<file path="src/design/rpd_pkg.sv">
// ----------------------------------------------------------------------------
// RC PWM pulse decoder package
// Shared widths, reset values, register map, codes and sequencer states.
// ----------------------------------------------------------------------------
package rpd_pkg;

  localparam int unsigned NUM_CH      = 3;
  localparam int unsigned CH_FWD_BACK = 0;
  localparam int unsigned CH_LR       = 1;
  localparam int unsigned CH_THROTTLE = 2;

  localparam int unsigned WIDTH_W  = 12;
  localparam int unsigned MS_W     = 16;
  localparam int unsigned PCT_W    = 7;
  localparam int unsigned OFFSET_W = WIDTH_W + 1;
  localparam int unsigned NUM_W    = WIDTH_W + PCT_W;      // x * 100 fits here
  localparam int unsigned DSR_W    = WIDTH_W + PCT_W - 1;  // divisor shifted up
  localparam int unsigned ITER_W   = 3;

  localparam int unsigned APB_DW = 32;
  localparam int unsigned APB_AW = 5;

  localparam logic [WIDTH_W-1:0] WIDTH_MAX = '1;
  localparam logic [MS_W-1:0]    MS_MAX    = '1;
  localparam logic [PCT_W-1:0]   PCT_FULL  = PCT_W'(100);
  localparam logic [PCT_W-1:0]   PCT_ZERO  = '0;

  localparam logic [WIDTH_W-1:0] LR_NORMAL_DEADZONE = WIDTH_W'(50);
  localparam logic [WIDTH_W-1:0] LR_CONFIG_DEADZONE = WIDTH_W'(200);

  // Register reset values
  localparam logic [WIDTH_W-1:0] MIN_PULSE_RST   = WIDTH_W'(900);
  localparam logic [WIDTH_W-1:0] MAX_PULSE_RST   = WIDTH_W'(2100);
  localparam logic [WIDTH_W-1:0] IDLE_THR_RST    = WIDTH_W'(1100);
  localparam logic [WIDTH_W-1:0] FULL_THR_RST    = WIDTH_W'(1900);
  localparam logic [WIDTH_W-1:0] CENTER_FB_RST   = WIDTH_W'(1500);
  localparam logic [WIDTH_W-1:0] FB_MARGIN_RST   = WIDTH_W'(100);
  localparam logic [WIDTH_W-1:0] CENTER_LR_RST   = WIDTH_W'(1500);
  localparam logic [MS_W-1:0]    TIMEOUT_MS_RST  = MS_W'(1000);

  typedef enum logic [2:0] {
    REG_MIN_PULSE   = 3'd0,
    REG_MAX_PULSE   = 3'd1,
    REG_IDLE_THR    = 3'd2,
    REG_FULL_THR    = 3'd3,
    REG_CENTER_FB   = 3'd4,
    REG_FB_MARGIN   = 3'd5,
    REG_CENTER_LR   = 3'd6,
    REG_TIMEOUT_MS  = 3'd7
  } rpd_reg_e;

  typedef enum logic [1:0] {
    DIR_NEUTRAL  = 2'd0,
    DIR_FORWARD  = 2'd1,
    DIR_BACKWARD = 2'd2
  } rpd_dir_e;

  typedef enum logic [1:0] {
    ST_IDLE,
    ST_PREP,
    ST_DIV,
    ST_DONE
  } rpd_state_e;

  // Request into the percent divider
  typedef struct packed {
    logic             start;
    logic [NUM_W-1:0] num;
    logic [WIDTH_W-1:0] den;
  } rpd_div_req_t;

  // Status back from the percent divider
  typedef struct packed {
    logic             done;
    logic [PCT_W-1:0] quot;
  } rpd_div_rsp_t;

endpackage

</file>
<file path="src/design/rpd_div.sv">
// ----------------------------------------------------------------------------
// RC PWM pulse decoder percent divider
// Restoring divider, one quotient bit per cycle; quotient known below 128.
// ----------------------------------------------------------------------------
module rpd_div (
  input  logic                  clk_i,
  input  logic                  rst_ni,
  input  rpd_pkg::rpd_div_req_t req_i,
  output rpd_pkg::rpd_div_rsp_t rsp_o
);

  logic [rpd_pkg::NUM_W-1:0]  rem_q, rem_d;
  logic [rpd_pkg::DSR_W-1:0]  dsr_q, dsr_d;
  logic [rpd_pkg::PCT_W-1:0]  quo_q, quo_d;
  logic [rpd_pkg::ITER_W-1:0] cnt_q, cnt_d;
  logic                       busy_q, busy_d;
  logic                       done_q, done_d;
  logic                       ge;

  assign ge = rem_q >= {1'b0, dsr_q};

  always_comb begin
    rem_d  = rem_q;
    dsr_d  = dsr_q;
    quo_d  = quo_q;
    cnt_d  = cnt_q;
    busy_d = busy_q;
    done_d = 1'b0;
    if (req_i.start) begin
      rem_d  = req_i.num;
      dsr_d  = {req_i.den, (rpd_pkg::PCT_W-1)'(0)};
      quo_d  = '0;
      cnt_d  = rpd_pkg::ITER_W'(rpd_pkg::PCT_W - 1);
      busy_d = 1'b1;
    end else if (busy_q) begin
      // subtract when the shifted divisor fits, then move one bit down
      if (ge) begin
        rem_d = rem_q - {1'b0, dsr_q};
      end
      quo_d = {quo_q[rpd_pkg::PCT_W-2:0], ge};
      dsr_d = dsr_q >> 1;
      cnt_d = cnt_q - 1'b1;
      if (cnt_q == '0) begin
        busy_d = 1'b0;
        done_d = 1'b1;
      end
    end
  end

  always_ff @(posedge clk_i or negedge rst_ni) begin
    if (!rst_ni) begin
      busy_q <= 1'b0;
      done_q <= 1'b0;
      cnt_q  <= '0;
    end else begin
      busy_q <= busy_d;
      done_q <= done_d;
      cnt_q  <= cnt_d;
    end
  end

  always_ff @(posedge clk_i) begin
    rem_q <= rem_d;
    dsr_q <= dsr_d;
    quo_q <= quo_d;
  end

  assign rsp_o.done = done_q;
  assign rsp_o.quot = quo_q;

endmodule

</file>
<file path="src/design/rc_pwm_pulse_decoder.sv">
// ----------------------------------------------------------------------------
// RC PWM pulse decoder
// Measures three RC servo pulse widths and reports throttle, direction,
// left/right offset, deadzone flags and link health.
// ----------------------------------------------------------------------------
// Usage:
//   Input channel (in_valid_i / in_stall_o): one transaction per microsecond
//   tick, carrying the three pin levels and a millisecond flag.
//   Output channel (out_valid_o / out_stall_i): exactly one result
//   transaction per input transaction, in order.
//   Configuration: APB-style port, registers at byte address 4*index, writes
//   only while no transaction is in flight. pready is tied high.
// Sequencing:
//   The throttle percent comes from one restoring divider that resolves
//   one quotient bit per cycle (7 bits). After acceptance the sequencer
//   steps through PREP, DIV and DONE; it skips DIV when the throttle width
//   sits at or beyond the idle or full point. One transaction is in work at
//   a time: the input stalls from acceptance until the result is loaded.
// Reset:
//   Clears all pin history and counters, loads register defaults and sets
//   latched widths to the default minimum pulse. No result is pending.
// Stall:
//   A finished result waits in the output register; the next input
//   transaction is still taken, but its result holds in the final step until
//   the output register frees up.
// ----------------------------------------------------------------------------
module rc_pwm_pulse_decoder (
  input  logic                                 clk_i,
  input  logic                                 rst_ni,

  input  logic                                 in_valid_i,
  output logic                                 in_stall_o,
  input  logic                                 fwd_back_level_i,
  input  logic                                 left_right_level_i,
  input  logic                                 throttle_level_i,
  input  logic                                 ms_tick_i,

  output logic                                 out_valid_o,
  input  logic                                 out_stall_i,
  output logic [rpd_pkg::PCT_W-1:0]            throttle_pct_o,
  output logic [1:0]                           direction_o,
  output logic signed [rpd_pkg::OFFSET_W-1:0]  lr_offset_o,
  output logic                                 lr_in_normal_deadzone_o,
  output logic                                 lr_in_config_deadzone_o,
  output logic                                 signal_healthy_o,

  input  logic                                 psel,
  input  logic                                 penable,
  input  logic                                 pwrite,
  input  logic [rpd_pkg::APB_AW-1:0]           paddr,
  input  logic [rpd_pkg::APB_DW-1:0]           pwdata,
  output logic [rpd_pkg::APB_DW-1:0]           prdata,
  output logic                                 pready
);

  localparam int unsigned W  = rpd_pkg::WIDTH_W;
  localparam int unsigned NC = rpd_pkg::NUM_CH;

  // --------------------------------------------------------------------------
  // Configuration registers
  // --------------------------------------------------------------------------
  logic [W-1:0]              min_pulse_q, max_pulse_q, idle_thr_q, full_thr_q;
  logic [W-1:0]              center_fb_q, fb_margin_q, center_lr_q;
  logic [rpd_pkg::MS_W-1:0]  timeout_ms_q;
  logic                      cfg_wr;
  rpd_pkg::rpd_reg_e         cfg_idx;

  assign pready  = 1'b1;
  assign cfg_wr  = psel & penable & pwrite;
  assign cfg_idx = rpd_pkg::rpd_reg_e'(paddr[4:2]);

  always_ff @(posedge clk_i or negedge rst_ni) begin
    if (!rst_ni) begin
      min_pulse_q  <= rpd_pkg::MIN_PULSE_RST;
      max_pulse_q  <= rpd_pkg::MAX_PULSE_RST;
      idle_thr_q   <= rpd_pkg::IDLE_THR_RST;
      full_thr_q   <= rpd_pkg::FULL_THR_RST;
      center_fb_q  <= rpd_pkg::CENTER_FB_RST;
      fb_margin_q  <= rpd_pkg::FB_MARGIN_RST;
      center_lr_q  <= rpd_pkg::CENTER_LR_RST;
      timeout_ms_q <= rpd_pkg::TIMEOUT_MS_RST;
    end else if (cfg_wr) begin
      unique case (cfg_idx)
        rpd_pkg::REG_MIN_PULSE:  min_pulse_q  <= pwdata[W-1:0];
        rpd_pkg::REG_MAX_PULSE:  max_pulse_q  <= pwdata[W-1:0];
        rpd_pkg::REG_IDLE_THR:   idle_thr_q   <= pwdata[W-1:0];
        rpd_pkg::REG_FULL_THR:   full_thr_q   <= pwdata[W-1:0];
        rpd_pkg::REG_CENTER_FB:  center_fb_q  <= pwdata[W-1:0];
        rpd_pkg::REG_FB_MARGIN:  fb_margin_q  <= pwdata[W-1:0];
        rpd_pkg::REG_CENTER_LR:  center_lr_q  <= pwdata[W-1:0];
        rpd_pkg::REG_TIMEOUT_MS: timeout_ms_q <= pwdata[rpd_pkg::MS_W-1:0];
        default: ;
      endcase
    end
  end

  // Read back, zero-extended to the bus width
  always_comb begin
    unique case (cfg_idx)
      rpd_pkg::REG_MIN_PULSE:  prdata = rpd_pkg::APB_DW'(min_pulse_q);
      rpd_pkg::REG_MAX_PULSE:  prdata = rpd_pkg::APB_DW'(max_pulse_q);
      rpd_pkg::REG_IDLE_THR:   prdata = rpd_pkg::APB_DW'(idle_thr_q);
      rpd_pkg::REG_FULL_THR:   prdata = rpd_pkg::APB_DW'(full_thr_q);
      rpd_pkg::REG_CENTER_FB:  prdata = rpd_pkg::APB_DW'(center_fb_q);
      rpd_pkg::REG_FB_MARGIN:  prdata = rpd_pkg::APB_DW'(fb_margin_q);
      rpd_pkg::REG_CENTER_LR:  prdata = rpd_pkg::APB_DW'(center_lr_q);
      rpd_pkg::REG_TIMEOUT_MS: prdata = rpd_pkg::APB_DW'(timeout_ms_q);
      default:                 prdata = '0;
    endcase
  end

  // --------------------------------------------------------------------------
  // Pulse measurement, one lane per pin, updated on the accepting edge
  // --------------------------------------------------------------------------
  rpd_pkg::rpd_state_e state_q, state_d;
  logic                in_accept;
  logic [NC-1:0]       level;
  logic [NC-1:0]       prev_q;
  logic [W-1:0]        cnt_q   [NC];
  logic [W-1:0]        latch_q [NC];
  logic [NC-1:0]       good;

  assign in_stall_o = (state_q != rpd_pkg::ST_IDLE);
  assign in_accept  = in_valid_i & ~in_stall_o;

  assign level[rpd_pkg::CH_FWD_BACK] = fwd_back_level_i;
  assign level[rpd_pkg::CH_LR]       = left_right_level_i;
  assign level[rpd_pkg::CH_THROTTLE] = throttle_level_i;

  for (genvar ch = 0; ch < NC; ch++) begin : g_lane
    // A falling edge with the width inside the window is a good pulse
    assign good[ch] = ~level[ch] & prev_q[ch] &
                      (cnt_q[ch] >= min_pulse_q) & (cnt_q[ch] <= max_pulse_q);

    always_ff @(posedge clk_i or negedge rst_ni) begin
      if (!rst_ni) begin
        prev_q[ch]  <= 1'b0;
        cnt_q[ch]   <= '0;
        latch_q[ch] <= rpd_pkg::MIN_PULSE_RST;
      end else if (in_accept) begin
        prev_q[ch] <= level[ch];
        if (level[ch]) begin
          // restart on a rising edge, otherwise count up and saturate
          if (!prev_q[ch]) begin
            cnt_q[ch] <= W'(1);
          end else if (cnt_q[ch] != rpd_pkg::WIDTH_MAX) begin
            cnt_q[ch] <= cnt_q[ch] + 1'b1;
          end
        end
        if (good[ch]) begin
          latch_q[ch] <= cnt_q[ch];
        end
      end
    end
  end

  // Link health: a good throttle pulse beats the millisecond tick
  logic [rpd_pkg::MS_W-1:0] ms_since_q;
  logic                     good_seen_q;

  always_ff @(posedge clk_i or negedge rst_ni) begin
    if (!rst_ni) begin
      ms_since_q  <= '0;
      good_seen_q <= 1'b0;
    end else if (in_accept) begin
      if (good[rpd_pkg::CH_THROTTLE]) begin
        ms_since_q  <= '0;
        good_seen_q <= 1'b1;
      end else if (ms_tick_i && ms_since_q != rpd_pkg::MS_MAX) begin
        ms_since_q <= ms_since_q + 1'b1;
      end
    end
  end

  // --------------------------------------------------------------------------
  // Throttle percent through the divider
  // --------------------------------------------------------------------------
  rpd_pkg::rpd_div_req_t div_req;
  rpd_pkg::rpd_div_rsp_t div_rsp;
  logic                      div_start;
  logic [rpd_pkg::NUM_W-1:0] div_num;
  logic [W-1:0]              div_den;
  logic [W-1:0]              thr_w;
  logic [W-1:0]              thr_x;
  logic [rpd_pkg::NUM_W-1:0] thr_x_ext;

  assign thr_w     = latch_q[rpd_pkg::CH_THROTTLE];
  assign thr_x     = thr_w - idle_thr_q;
  assign thr_x_ext = rpd_pkg::NUM_W'(thr_x);

  // x * 100 as x*64 + x*32 + x*4
  assign div_num = (thr_x_ext << 6) + (thr_x_ext << 5) + (thr_x_ext << 2);
  assign div_den = full_thr_q - idle_thr_q;
  assign div_req = '{start: div_start, num: div_num, den: div_den};

  rpd_div u_div (
    .clk_i  (clk_i),
    .rst_ni (rst_ni),
    .req_i  (div_req),
    .rsp_o  (div_rsp)
  );

  // --------------------------------------------------------------------------
  // Result fields from the settled state
  // --------------------------------------------------------------------------
  logic signed [rpd_pkg::OFFSET_W-1:0]   fb_off, lr_off;
  logic signed [rpd_pkg::OFFSET_W:0]     fb_off_x, margin_x;
  logic [W-1:0]                          lr_mag;
  rpd_pkg::rpd_dir_e                     dir;

  assign fb_off   = $signed({1'b0, latch_q[rpd_pkg::CH_FWD_BACK]})
                  - $signed({1'b0, center_fb_q});
  assign lr_off   = $signed({1'b0, latch_q[rpd_pkg::CH_LR]})
                  - $signed({1'b0, center_lr_q});
  assign fb_off_x = (rpd_pkg::OFFSET_W+1)'(fb_off);
  assign margin_x = $signed({2'b00, fb_margin_q});
  assign lr_mag   = lr_off[rpd_pkg::OFFSET_W-1] ? W'(-lr_off) : W'(lr_off);

  always_comb begin
    if (fb_off_x > margin_x) begin
      dir = rpd_pkg::DIR_FORWARD;
    end else if (fb_off_x < -margin_x) begin
      dir = rpd_pkg::DIR_BACKWARD;
    end else begin
      dir = rpd_pkg::DIR_NEUTRAL;
    end
  end

  // --------------------------------------------------------------------------
  // Sequencer and output register
  // --------------------------------------------------------------------------
  logic [rpd_pkg::PCT_W-1:0]           pct_q, pct_d;
  logic                                out_valid_q, out_valid_d;
  logic                                out_load;
  logic [rpd_pkg::PCT_W-1:0]           tp_q;
  logic [1:0]                          dir_q;
  logic signed [rpd_pkg::OFFSET_W-1:0] lr_off_q;
  logic                                dz_norm_q, dz_cfg_q, healthy_q;

  always_comb begin
    state_d   = state_q;
    pct_d     = pct_q;
    div_start = 1'b0;
    out_load  = 1'b0;
    unique case (state_q)
      rpd_pkg::ST_IDLE: begin
        if (in_accept) begin
          state_d = rpd_pkg::ST_PREP;
        end
      end
      rpd_pkg::ST_PREP: begin
        // full test first, so an inverted range still gives 100 at the top
        if (thr_w >= full_thr_q) begin
          pct_d   = rpd_pkg::PCT_FULL;
          state_d = rpd_pkg::ST_DONE;
        end else if (thr_w <= idle_thr_q) begin
          pct_d   = rpd_pkg::PCT_ZERO;
          state_d = rpd_pkg::ST_DONE;
        end else begin
          div_start = 1'b1;
          state_d   = rpd_pkg::ST_DIV;
        end
      end
      rpd_pkg::ST_DIV: begin
        if (div_rsp.done) begin
          pct_d   = div_rsp.quot;
          state_d = rpd_pkg::ST_DONE;
        end
      end
      rpd_pkg::ST_DONE: begin
        // hold until the output register is free
        if (!out_valid_q || !out_stall_i) begin
          out_load = 1'b1;
          state_d  = rpd_pkg::ST_IDLE;
        end
      end
      default: state_d = rpd_pkg::ST_IDLE;
    endcase
  end

  always_comb begin
    out_valid_d = out_valid_q;
    if (out_load) begin
      out_valid_d = 1'b1;
    end else if (!out_stall_i) begin
      out_valid_d = 1'b0;
    end
  end

  always_ff @(posedge clk_i or negedge rst_ni) begin
    if (!rst_ni) begin
      state_q     <= rpd_pkg::ST_IDLE;
      out_valid_q <= 1'b0;
    end else begin
      state_q     <= state_d;
      out_valid_q <= out_valid_d;
    end
  end

  always_ff @(posedge clk_i) begin
    pct_q <= pct_d;
    if (out_load) begin
      tp_q      <= pct_q;
      dir_q     <= dir;
      lr_off_q  <= lr_off;
      dz_norm_q <= (lr_mag < rpd_pkg::LR_NORMAL_DEADZONE);
      dz_cfg_q  <= (lr_mag < rpd_pkg::LR_CONFIG_DEADZONE);
      healthy_q <= good_seen_q & (ms_since_q <= timeout_ms_q);
    end
  end

  assign out_valid_o             = out_valid_q;
  assign throttle_pct_o          = tp_q;
  assign direction_o             = dir_q;
  assign lr_offset_o             = lr_off_q;
  assign lr_in_normal_deadzone_o = dz_norm_q;
  assign lr_in_config_deadzone_o = dz_cfg_q;
  assign signal_healthy_o        = healthy_q;

  // --------------------------------------------------------------------------
  // Assertions
  // --------------------------------------------------------------------------
`ifndef SYNTHESIS
  a_pct_range: assert property (@(posedge clk_i) disable iff (!rst_ni)
    out_valid_o |-> throttle_pct_o <= rpd_pkg::PCT_FULL)
    else $error("throttle percent above full scale");

  a_div_done_in_div: assert property (@(posedge clk_i) disable iff (!rst_ni)
    div_rsp.done |-> state_q == rpd_pkg::ST_DIV)
    else $error("divider finished outside the divide step");

  a_seen_sticky: assert property (@(posedge clk_i) disable iff (!rst_ni)
    !$fell(good_seen_q))
    else $error("good pulse flag dropped without reset");

  a_load_frees_input: assert property (@(posedge clk_i) disable iff (!rst_ni)
    out_load |=> out_valid_o && !in_stall_o)
    else $error("result load did not free the input");
`endif

endmodule
</file>
<file path="config.mk">
export PLATFORM = sky130hd
export DESIGN_NAME = rc_pwm_pulse_decoder
export DESIGN_NICKNAME = d
export VERILOG_FILES = /design/src/design/rpd_pkg.sv /design/src/design/rpd_div.sv /design/src/design/rc_pwm_pulse_decoder.sv
export SDC_FILE = /design/constraint.sdc
export NUM_CORES = 1
export LEC_CHECK = 0
export ABC_AREA = 0
export BUFFER_PORTS_ARGS = -buffer_cell sky130_fd_sc_hd__buf_2
export CORE_MARGIN = 2
export CORE_UTILIZATION = 40
export DETAILED_ROUTE_END_ITERATION = 10
export RECOVER_POWER = 25
export SLEW_MARGIN = 5
export SYNTH_ARGS = -nofsm -noshare
export SYNTH_HDL_FRONTEND = slang
export SYNTH_SLANG_ARGS = --single-unit
</file>
<file path="constraint.sdc">
create_clock -name clk_i -period 9.3 [get_ports clk_i]
set_input_delay 1.86 -clock clk_i [delete_from_list [all_inputs] [get_ports clk_i]]
set_output_delay 1.86 -clock clk_i [all_outputs]
set_load 0.02 [all_outputs]
</file>
==> flow_metrics.tcl, run 1 <==
set metrics [dict create \
    status "finished with violations" \
    violations "capacitance limit, slew limit" \
    cellLeakagePower_nw 9.95 \
    routed_via_density 5.48 \
    grtUsageTotal_pct 21.4 \
    grt_max_degree 83 \
    io_pins 108 \
    finalHoldViolations 0 \
    fin_crit_sh_pct 65.5 \
    htree_num_levels 2 \
    synth.yosys.seq_area_share_pct 37.9 \
    place.port_buffers 72 \
    vias 14800 \
    grt_pass1_vias 14700 \
    worst_pin_slew_ns 4.58 \
    drt-total-wl_um 52100 \
    fp.dieArea_um2 49400 \
    tritoncts.num_buffers 35 \
    rsz0062_at_grt "false" \
    post_cts_buffers 0 \
    clock-sinks 276 \
    path_clk_slew_ns 0.05 \
    drt-initial-drc-count 978 \
    cts_resized 0 \
    min_period_ns 6.10 \
    p_per_area_nw_per_um2 293 \
    synth_edf_count 63 \
    dp_hpwl_um 38700 \
    max-clock-path-buffers 3 \
    fp.dieH_um 222 \
    netlist_area_um2 19100 \
    ys_seq_elements 276 \
    syn_inst 2008 \
    max-vdd-ir-drop_uv 146 \
    cp-end-kind "primary output" \
    synth_warnings 0 \
    power_w 0.00621 \
    fin_nets 2346 \
    startpoint_type "input pin" \
    die_x_um 222 \
    hold_path_class "register to register" \
    yosysUniqueCellTypes 84 \
    setup_viol 0 \
    maxSlewHeadroom_pct -206 \
    syn_area_per_cell_um2 9.49 \
    initial_utilization_pct 40.3 \
    cts_hold_buf 0 \
    antenna_found_initial 0 \
    synth_ff_type "dfrtp_1" \
    synthArstFlopShare_pct 72.5 \
    drive_gt1_share_pct 13.5 \
    cap_violations 1 \
    cts_tree "done" \
    max_freq_mhz 164 \
    setup_tns_ns 0 \
    place.gp.congestion 0.889 \
    ant_nets 0 \
    clk_latency_ns 0.58 \
    route.detailed.drc 0 \
    core_um2 47300 \
    cts_root_buf "clkbuf_16" \
    num_rows 80 \
    routedWlPerCell_um 19.3 \
    overflow 0 \
    arrival_ns 4.24 \
    path_class "input pin to primary output" \
    skew_ns 0.0349 \
    crit_required_ns 7.44 \
    firstDrtPassIters 7 \
    path_max_fanout 39 \
    grt_pass1_wl_um 82700 \
    num_antenna_cells 0 \
    area_delta_synth_final_pct 11.0 \
    slew_viol_final 83 \
    holdWs_ns 0.419 \
]
==> worst paths after layout <==
check                                          start  depth (start not counted)                          end  slack (ns)
max in group asynchronous                     rst_ni                          2        cnt_q[23]$_DFFE_PN0P_        3.67
setup / recovery                            paddr[3]                          7                    prdata[0]        3.20
setup reg to reg           idle_thr_q[2]$_DFFE_PN1P_                         17    u_div.rem_q[18]$_DFFE_PP_        4.37
min in group asynchronous                     rst_ni                          1   ms_since_q[11]$_DFFE_PN0P_        2.91
hold reg to reg               pct_q[0]$_SDFFCE_PN0P_                          0  throttle_pct_o[0]$_DFFE_PP_        0.42
hold / removal                pct_q[0]$_SDFFCE_PN0P_                          0  throttle_pct_o[0]$_DFFE_PP_        0.42
==> cells in the final DEF (no fill, tap or decap), types with 50 or more instances in the layout <==
cell / count
edfxtp_1: 63
dfrtp_1: 146
ha_1: 223
buf_2: 69
a21oi_1: 85
xnor2_1: 60
nor2_1: 156
inv_1: 172
mux2_2: 57
dfstp_2: 52
a21o_1: 50
o21ai_0: 146
xor2_1: 58
nand2_1: 192
==> metal layers <==
layer	part of all wire (%)	vias up	global-route usage, %
li1	-	7177	-
met1	44	7204	27.7
met2	47	341	35.2
met3	5.2	115	3.74
met4	4.2	0	8.96
met5	0	-	0
==> cell usage after synthesis (all sizes together) (6+ instances only) <==
cell / n / area (µm²)
ha: 223 / 2790
nand2: 192 / 721
inv: 173 / 649
nor2: 157 / 589
o21ai: 149 / 746
dfrtp: 146 / 3650
a21oi: 85 / 425
edfxtp: 63 / 1890
xnor2: 60 / 526
mux2: 58 / 653
xor2: 58 / 516
dfstp: 54 / 1420
clkbuf: 53 / 199
a21o: 50 / 383
mux2i: 48 / 480
nand3: 38 / 190
nand4: 38 / 238
nor3: 31 / 160
nor2b: 29 / 181
buf: 26 / 170
or3: 23 / 145
nand2b: 21 / 131
o21a: 19 / 143
a221oi: 13 / 138
dfxtp: 13 / 260
a211oi: 12 / 90.1
and3: 11 / 73.8
or2: 11 / 68.8
and2: 10 / 62.6
fa: 10 / 200
a31oi: 9 / 56.3
nor4: 9 / 56.3
o311ai: 9 / 78.8
o211ai: 8 / 65.1
o21bai: 8 / 60.1
and4: 7 / 63.8
mux4: 6 / 135
nand3b: 6 / 45.0
==> metrics by stage <==
stage,worst slack (ns),std cells,utilization [%],area (µm²)
finish,3.20,2707,44.7,21200
detailed placement,3.26,2643,42.3,20000
global route,2.78,2707,44.7,21200
floorplan,4.07,2023,-,19100
global placement,3.27,2643,42.3,20000
CTS,3.25,2707,44.8,21200
==> cells by family after synthesis <==
family                     Yosys count  synth area share, %
and+or+nand+nor                    596                 14.9
muxes                              112                 6.65
other                                2               0.0394
xor gates and xnor gates           118                 5.46
AOI/OAI and AO/OA                  419                 14.1
DFF                                276                 37.9
adders and majority gates          233                 15.7
buffers and inverters              252                 5.34
==> worst max-delay path: stages <==
cell	delay [ns]
buf_2	0.64
inv_1	0.52
nor2_1	0.40
a22o_1	0.21
a221oi_1	0.09
nor2_1	0.29
buf_2	0.22
==> state kept, by name, indices dropped and copies added, names as in the netlist, 12 cells and up <==
name          cells
center_fb_q      12
center_lr_q      12
cnt_q            36
fb_margin_q      12
full_thr_q       12
idle_thr_q       12
latch_q          24
lr_offset_o      13
max_pulse_q      12
min_pulse_q      12
ms_since_q       16
thr_w            12
timeout_ms_q     16
u_div.dsr_q      18
u_div.rem_q      19
==> power by group <==
part	internal (W)	switching, W
clock network	0.000816	0.000578
logic	0.00119	0.00168
registers	0.00170	0.000240
==> area by class of cell <==
type,count,area [µm²]
sequential,276,7220
clock inverter,16,178
fill,4564,26200
clock buffer,48,996
timing repair buffer,84,447
inverter,173,649
tap,615,769
multi-input combinational,1495,10900
(Power assumes the default switching activity.)
==> inputs of run 2 (changes only) <==
--- a/config.mk
+++ b/config.mk
@@ -5,7 +5,7 @@
 export SDC_FILE = /design/constraint.sdc
 export NUM_CORES = 1
 export LEC_CHECK = 0
-export ABC_AREA = 0
+export ABC_AREA = 1
 export BUFFER_PORTS_ARGS = -buffer_cell sky130_fd_sc_hd__buf_2
 export CORE_MARGIN = 2
 export CORE_UTILIZATION = 40
==> constraint.sdc (replaced) <==
create_clock -name clk_i -period 5.92 [get_ports clk_i]
set_input_delay 1.184 -clock clk_i [delete_from_list [all_inputs] [get_ports clk_i]]
set_output_delay 1.184 -clock clk_i [all_outputs]
set_load 0.02 [all_outputs]
==> run 2 against run 1 <==
Against the previous run:
- the run still ends with capacitance limit, slew limit left
- non-clock buffer count is 5 lower
- final cell count is 20% higher
- critical path type unchanged
- global-route usage is 0.16 points higher
- via count is 14% higher
- largest power group unchanged
==> flow_metrics.tcl, run 2 <==
set metrics [dict create \
    num_rows 81 \
    ant_nets 0 \
    grt_pass1_wl_um 86200 \
    arrival_ns 3.25 \
    tritoncts.num_buffers 35 \
    max-vdd-ir-drop_uv 583 \
    netlist_area_um2 19700 \
    synth_warnings 0 \
    synth.area.top_cells "dfrtp_1 (19%), ha_1 (14%), nand2_1 (11%), edfxtp_1 (9.6%), dfstp_2 (7.2%)" \
    maxSlewHeadroom_pct -84.9 \
    synthArstFlopShare_pct 72.5 \
    max-clock-path-buffers 3 \
    top_regs "cnt_q: 36 flops, latch_q: 24 flops, u_div.rem_q: 19 flops" \
    cp-end-kind "primary output" \
    fp.dieArea_um2 51100 \
    num_antenna_cells 0 \
    place.port_buffers 72 \
    syn_inst 2500 \
    synth_common_cells "nand2_1 (581), inv_1 (365), ha_1 (223), o21ai_0 (219), nor2_1 (147)" \
    setup_viol 0 \
    path_class "input pin to primary output" \
    startpoint_type "input pin" \
    htree_num_levels 2 \
    cts_tree "done" \
    grtUsageTotal_pct 21.5 \
    initial_utilization_pct 40.4 \
    crit_slowest_cell "nor3_1" \
    synth_top_cell_by_area "dfrtp_1" \
    fin_area_um2 21800 \
    fin_crit_sh_pct 74.9 \
    fin_nets 2847 \
    fp.dieH_um 226 \
    max_freq_mhz 226 \
    clk_latency_ns 0.55 \
    top_register "cnt_q" \
    clock-sinks 276 \
    route.detailed.drc 0 \
    cp_top_family "buffers and inverters" \
    setup_tns_ns 0 \
    grt_max_degree 108 \
    antenna_found_initial 1 \
    status "finished with violations" \
    p_per_area_nw_per_um2 630 \
    post_cts_buffers 0 \
    largest_reg_flops 36 \
    cts_resized 0 \
    rsz0062_at_grt "false" \
    firstDrtPassIters 5 \
    routedWlPerCell_um 16.6 \
    skew_ns 0.0163 \
    yosysMostFrequentCell "nand2_1" \
    hold_path_class "register to register" \
    path_max_fanout 15 \
    overflow 0 \
    drt-initial-drc-count 1086 \
    place.gp.congestion 0.935 \
    violations "capacitance limit, slew limit" \
    synth_ff_type "dfrtp_1" \
    slew_viol_final 108 \
    path_clk_slew_ns 0.06 \
    worst_pin_slew_ns 2.77 \
    io_pins 108 \
    die_x_um 226 \
    ys_seq_elements 276 \
    dpl-instance-area_um2 20700 \
    yosys.area.top_type_share_pct 18.5 \
    finalHoldViolations 0 \
    drt-total-wl_um 54200 \
    slowest_delay_ns 0.54 \
    min_period_ns 4.43 \
    drive_gt1_share_pct 9.07 \
    final_cell_mix "nand2_1 (584), inv_1 (366), ha_1 (223)" \
    fillers 4922 \
    routed_via_density 5.17 \
    seqCellArea_um2 7220 \
    multi_input_area_um2 10800 \
    vias 16800 \
    dp_hpwl_um 42100 \
    synth.yosys.seq_area_share_pct 36.6 \
    syn_area_per_cell_um2 7.89 \
    synth_edf_count 63 \
    crit_buf_inv 4 \
    area_delta_synth_final_pct 10.6 \
    path_cells "buf_2, inv_1, nor3_1, inv_1, o22ai_1, nor2_1, o211ai_1, buf_2" \
    core_um2 48800 \
    cts_root_buf "clkbuf_16" \
    cellLeakagePower_nw 10.6 \
    grt_pass1_vias 16400 \
    cap_violations 1 \
    yosysUniqueCellTypes 56 \
    cts_hold_buf 0 \
    final_common_cell "nand2_1" \
    crit_required_ns 4.74 \
]
==> run 2: cell families (layout without fill, tap and decap cells) <==
group | Yosys count | count (layout) | synth area share (%)
AND/OR/NAND/NOR | 976 | 976 | 21.1
adder cells (fa/ha/maj) | 233 | 233 | 15.2
other | 2 | 17 | 0.0381
AO/OA/AOI/OAI | 490 | 490 | 14.0
flip-flops | 276 | 276 | 36.6
XOR/XNOR | 90 | 90 | 4.11
buffers and inverters | 433 | 510 | 8.94
==> run 2: through the flow <==
| step | instances | setup slack (ns) | power [W] | hold WS, ns | utilization (%) |
|---|---|---|---|---|---|
| floorplan | 2515 | 2.17 | 0.00959 | 0.400 | - |
| global placement | 3193 | 1.53 | 0.0114 | 0.403 | 42.3 |
| detailed placement | 3193 | 1.52 | 0.0116 | 0.405 | 42.3 |
| CTS | 3256 | 1.51 | 0.0138 | 0.414 | 44.7 |
| global route | 3256 | 1.34 | 0.0152 | 0.433 | 44.6 |
| finish | 3256 | 1.49 | 0.0137 | 0.415 | 44.6 |
==> run 2: worst register-to-register path, stage by stage, from the launching register on <==
cell      delay, ns
dfrtp_1        0.38
inv_1          0.10
ha_1           0.17
inv_1          0.08
fa_1           0.40
a21oi_1        0.20
o21bai_2       0.11
a31oi_1        0.24
xnor2_2        0.23
fa_1           0.47
ha_1           0.36
nand3_1        0.08
nand2_1        0.14
a21boi_0       0.15
o21ai_0        0.32
a21oi_1        0.14
or2_2          0.29
nand3_1        0.07
nand2_1        0.05
==> run 2: where the power goes <==
part / total (W) / internal (W) / leakage, nW / switching (W)
registers: 0.00320 / 0.00276 / 3.13 / 0.000445
clock network: 0.00218 / 0.00133 / 0.584 / 0.000854
logic: 0.00836 / 0.00314 / 6.92 / 0.00522
==> run 2: area by class of cell <==
cell class,instances,area share (%)
clock buffers,48,4.81
clock inverters,15,0.620
inverters,368,6.33
multi-input cells,1806,49.4
flip-flops and latches,276,33.1
well taps,664,3.81
repair buffers,79,1.87
==> run 2: path summary, 6_finish.rpt <==
kind / cells past startpoint / startpoint / slack, ns / end
max: 8 / paddr[4] / 1.49 / prdata[2]
min reg2reg: 0 / pct_q[5]$_DFFE_PP_ / 0.42 / throttle_pct_o[5]$_DFFE_PP_
min: 0 / pct_q[5]$_DFFE_PP_ / 0.42 / throttle_pct_o[5]$_DFFE_PP_
max reg2reg: 18 / thr_w[0]$_DFFE_PN0P_ / 1.71 / u_div.rem_q[15]$_DFFE_PP_
min in group asynchronous: 1 / rst_ni / 1.45 / latch_q[23]$_DFFE_PN0P_
max in group asynchronous: 2 / rst_ni / 2.07 / full_thr_q[4]$_DFFE_PN0P_
==> run 2: metal layers <==
metal / global-route usage (%) / wire length (µm) / part of all wire, % / up-vias
li1: - / - / - / 8433
met1: 27.5 / 24100 / 44 / 7937
met2: 35.6 / 25100 / 46 / 351
met3: 3.77 / 2550 / 4.7 / 119
met4: 9.53 / 2460 / 4.5 / 2
met5: 0 / 14 / 0.026 / -
==> inputs of run 3 (changes only) <==
==> constraint.sdc (replaced) <==
create_clock -name clk_i -period 3.8 [get_ports clk_i]
set_input_delay 0.76 -clock clk_i [delete_from_list [all_inputs] [get_ports clk_i]]
set_output_delay 0.76 -clock clk_i [all_outputs]
set_load 0.02 [all_outputs]
==> run 3 against run 2 <==
Against the previous run:
- the flow still finishes with violations (capacitance limit, slew limit)
- sequential power increased by 56%
- power increased by 87%
- register-to-register slack got worse by 1.6 ns
==> flow_metrics.tcl, run 3 (synthesis gave the netlist of run 2 again) <==
set metrics [dict create \
    status "finished with violations" \
    violations "capacitance limit, slew limit" \
    routedWlPerCell_um 16.8 \
    fin_crit_sh_pct 97.6 \
    place.port_buffers 72 \
    grt_pass1_vias 16500 \
    die_x_um 226 \
    fp.dieH_um 226 \
    place_ws_ns -0.0729 \
    p_per_area_nw_per_um2 1140 \
    route.detailed.drc 0 \
    top_register "cnt_q" \
    top_regs "cnt_q: 36 flops, latch_q: 24 flops, u_div.rem_q: 19 flops" \
    fp.dieArea_um2 51100 \
    num_rows 81 \
    grt_max_degree 85 \
    finalHoldViolations 0 \
    ant_nets 0 \
    holdWs_ns 0.417 \
    dpl-instance-area_um2 21000 \
    cts_root_buf "clkbuf_16" \
    setup_viol 0 \
    fin_ws_ns 0.0917 \
    skew_ns 0.0291 \
    final_common_cell "nand2_1" \
    worst_pin_slew_ns 2.27 \
    vias 16900 \
    cp-end-kind "register" \
    final_cell_mix "nand2_1 (572), inv_1 (361), o21ai_0 (216)" \
    antenna_found_initial 0 \
    path_clk_slew_ns 0.06 \
    cap_violations 1 \
    crit_required_ns 4.09 \
    largest_reg_flops 36 \
    overflow 0 \
    htree_num_levels 2 \
    firstDrtPassIters 7 \
    max_freq_mhz 270 \
    grtUsageTotal_pct 21.8 \
    core_um2 48800 \
    cts_tree "done" \
    routed_via_density 5.13 \
    dp_hpwl_um 43200 \
    min_period_ns 3.71 \
    place.gp.congestion 0.906 \
    drt-total-wl_um 55600 \
    maxSlewHeadroom_pct -51.4 \
    max-clock-path-buffers 3 \
    hold_path_class "register to register" \
    drt-initial-drc-count 1063 \
    num_antenna_cells 0 \
    fillers 4770 \
    fin_nets 2893 \
    area_delta_synth_final_pct 14.5 \
    cts_hold_buf 0 \
    fin_area_um2 22600 \
    rsz0062_at_grt "true" \
    initial_utilization_pct 40.4 \
    path_max_fanout 4 \
    arrival_ns 4.00 \
    drive_gt1_share_pct 12.7 \
    io_pins 108 \
    grt_pass1_wl_um 87400 \
    path_class "register to register" \
    tritoncts.num_buffers 35 \
    clock-sinks 276 \
    max-vdd-ir-drop_uv 1460 \
    cellLeakagePower_nw 10.9 \
    startpoint_type "register" \
    clk_latency_ns 0.56 \
    slew_viol_final 84 \
]
## run 3: power by group
group	leakage [nW]	switching (W)	internal [W]
Clock	0.576	0.00138	0.00208
Combinational	7.17	0.00958	0.00759
Sequential	3.13	0.000710	0.00429
Total	10.9	0.0117	0.0140
## run 3: path summary, 6_finish.rpt
| path | from | to | slack [ns] | cells after the start |
|---|---|---|---|---|
| setup / recovery | thr_w[0]$_DFFE_PN0P_ | u_div.rem_q[14]$_DFFE_PP_ | 0.09 | 19 |
| hold / removal | pct_q[6]$_DFFE_PP_ | throttle_pct_o[6]$_DFFE_PP_ | 0.42 | 0 |
| setup reg to reg | thr_w[0]$_DFFE_PN0P_ | u_div.rem_q[14]$_DFFE_PP_ | 0.09 | 19 |
| hold reg to reg | pct_q[6]$_DFFE_PP_ | throttle_pct_o[6]$_DFFE_PP_ | 0.42 | 0 |
| max in group asynchronous | rst_ni | min_pulse_q[6]$_DFFE_PN0P_ | 1.04 | 2 |
| min in group asynchronous | rst_ni | latch_q[16]$_DFFE_PN0P_ | 0.86 | 1 |
## run 3: metal layers
| metal | vias up | GRT usage (%) | share of wire [%] |
|---|---|---|---|
| li1 | 8509 | - | - |
| met1 | 7911 | 27.7 | 44 |
| met2 | 400 | 36.6 | 47 |
| met3 | 125 | 2.78 | 4.0 |
| met4 | 0 | 10.3 | 4.7 |
| met5 | - | 0 | 0 |
## run 3: layout make-up
type	instances	area (µm²)	share of cell area, %
inverters	368	1380	6.12
clock inverters	19	216	0.959
multi-input cells	1806	11200	49.4
well taps	664	831	3.68
clock buffers	45	996	4.41
repair buffers	125	771	3.41
flip-flops and latches	276	7220	32.0
## run 3: timing repair
action | CTS | global route
resized for setup | 12 | 52
setup endpoints to repair | 4 | 8
buffers inserted | 2 | 3
pin swaps | 1 | 28
## run 3: critical path: stages (launching register included)
cell,delay (ns)
dfrtp_1,0.40
inv_2,0.08
ha_4,0.13
inv_2,0.04
fa_2,0.37
a21oi_2,0.21
o21bai_4,0.14
xor2_4,0.22
fa_1,0.49
inv_1,0.04
ha_2,0.19
fa_2,0.38
inv_2,0.09
o21bai_4,0.06
nand3_2,0.08
nand3_2,0.11
buf_6,0.13
xor2_1,0.14
nand2_1,0.08
nand2_1,0.04
## run 3: per-stage QoR
stage | std cells | util (%) | TNS [ns] | total power, W
floorplan | 2515 | - | 0 | 0.0149
global placement | 3235 | 42.9 | -0.0822 | 0.0190
detailed placement | 3235 | 42.9 | -0.227 | 0.0193
CTS | 3301 | 45.6 | 0 | 0.0233
global route | 3303 | 46.2 | -0.186 | 0.0278
finish | 3303 | 46.2 | 0 | 0.0256
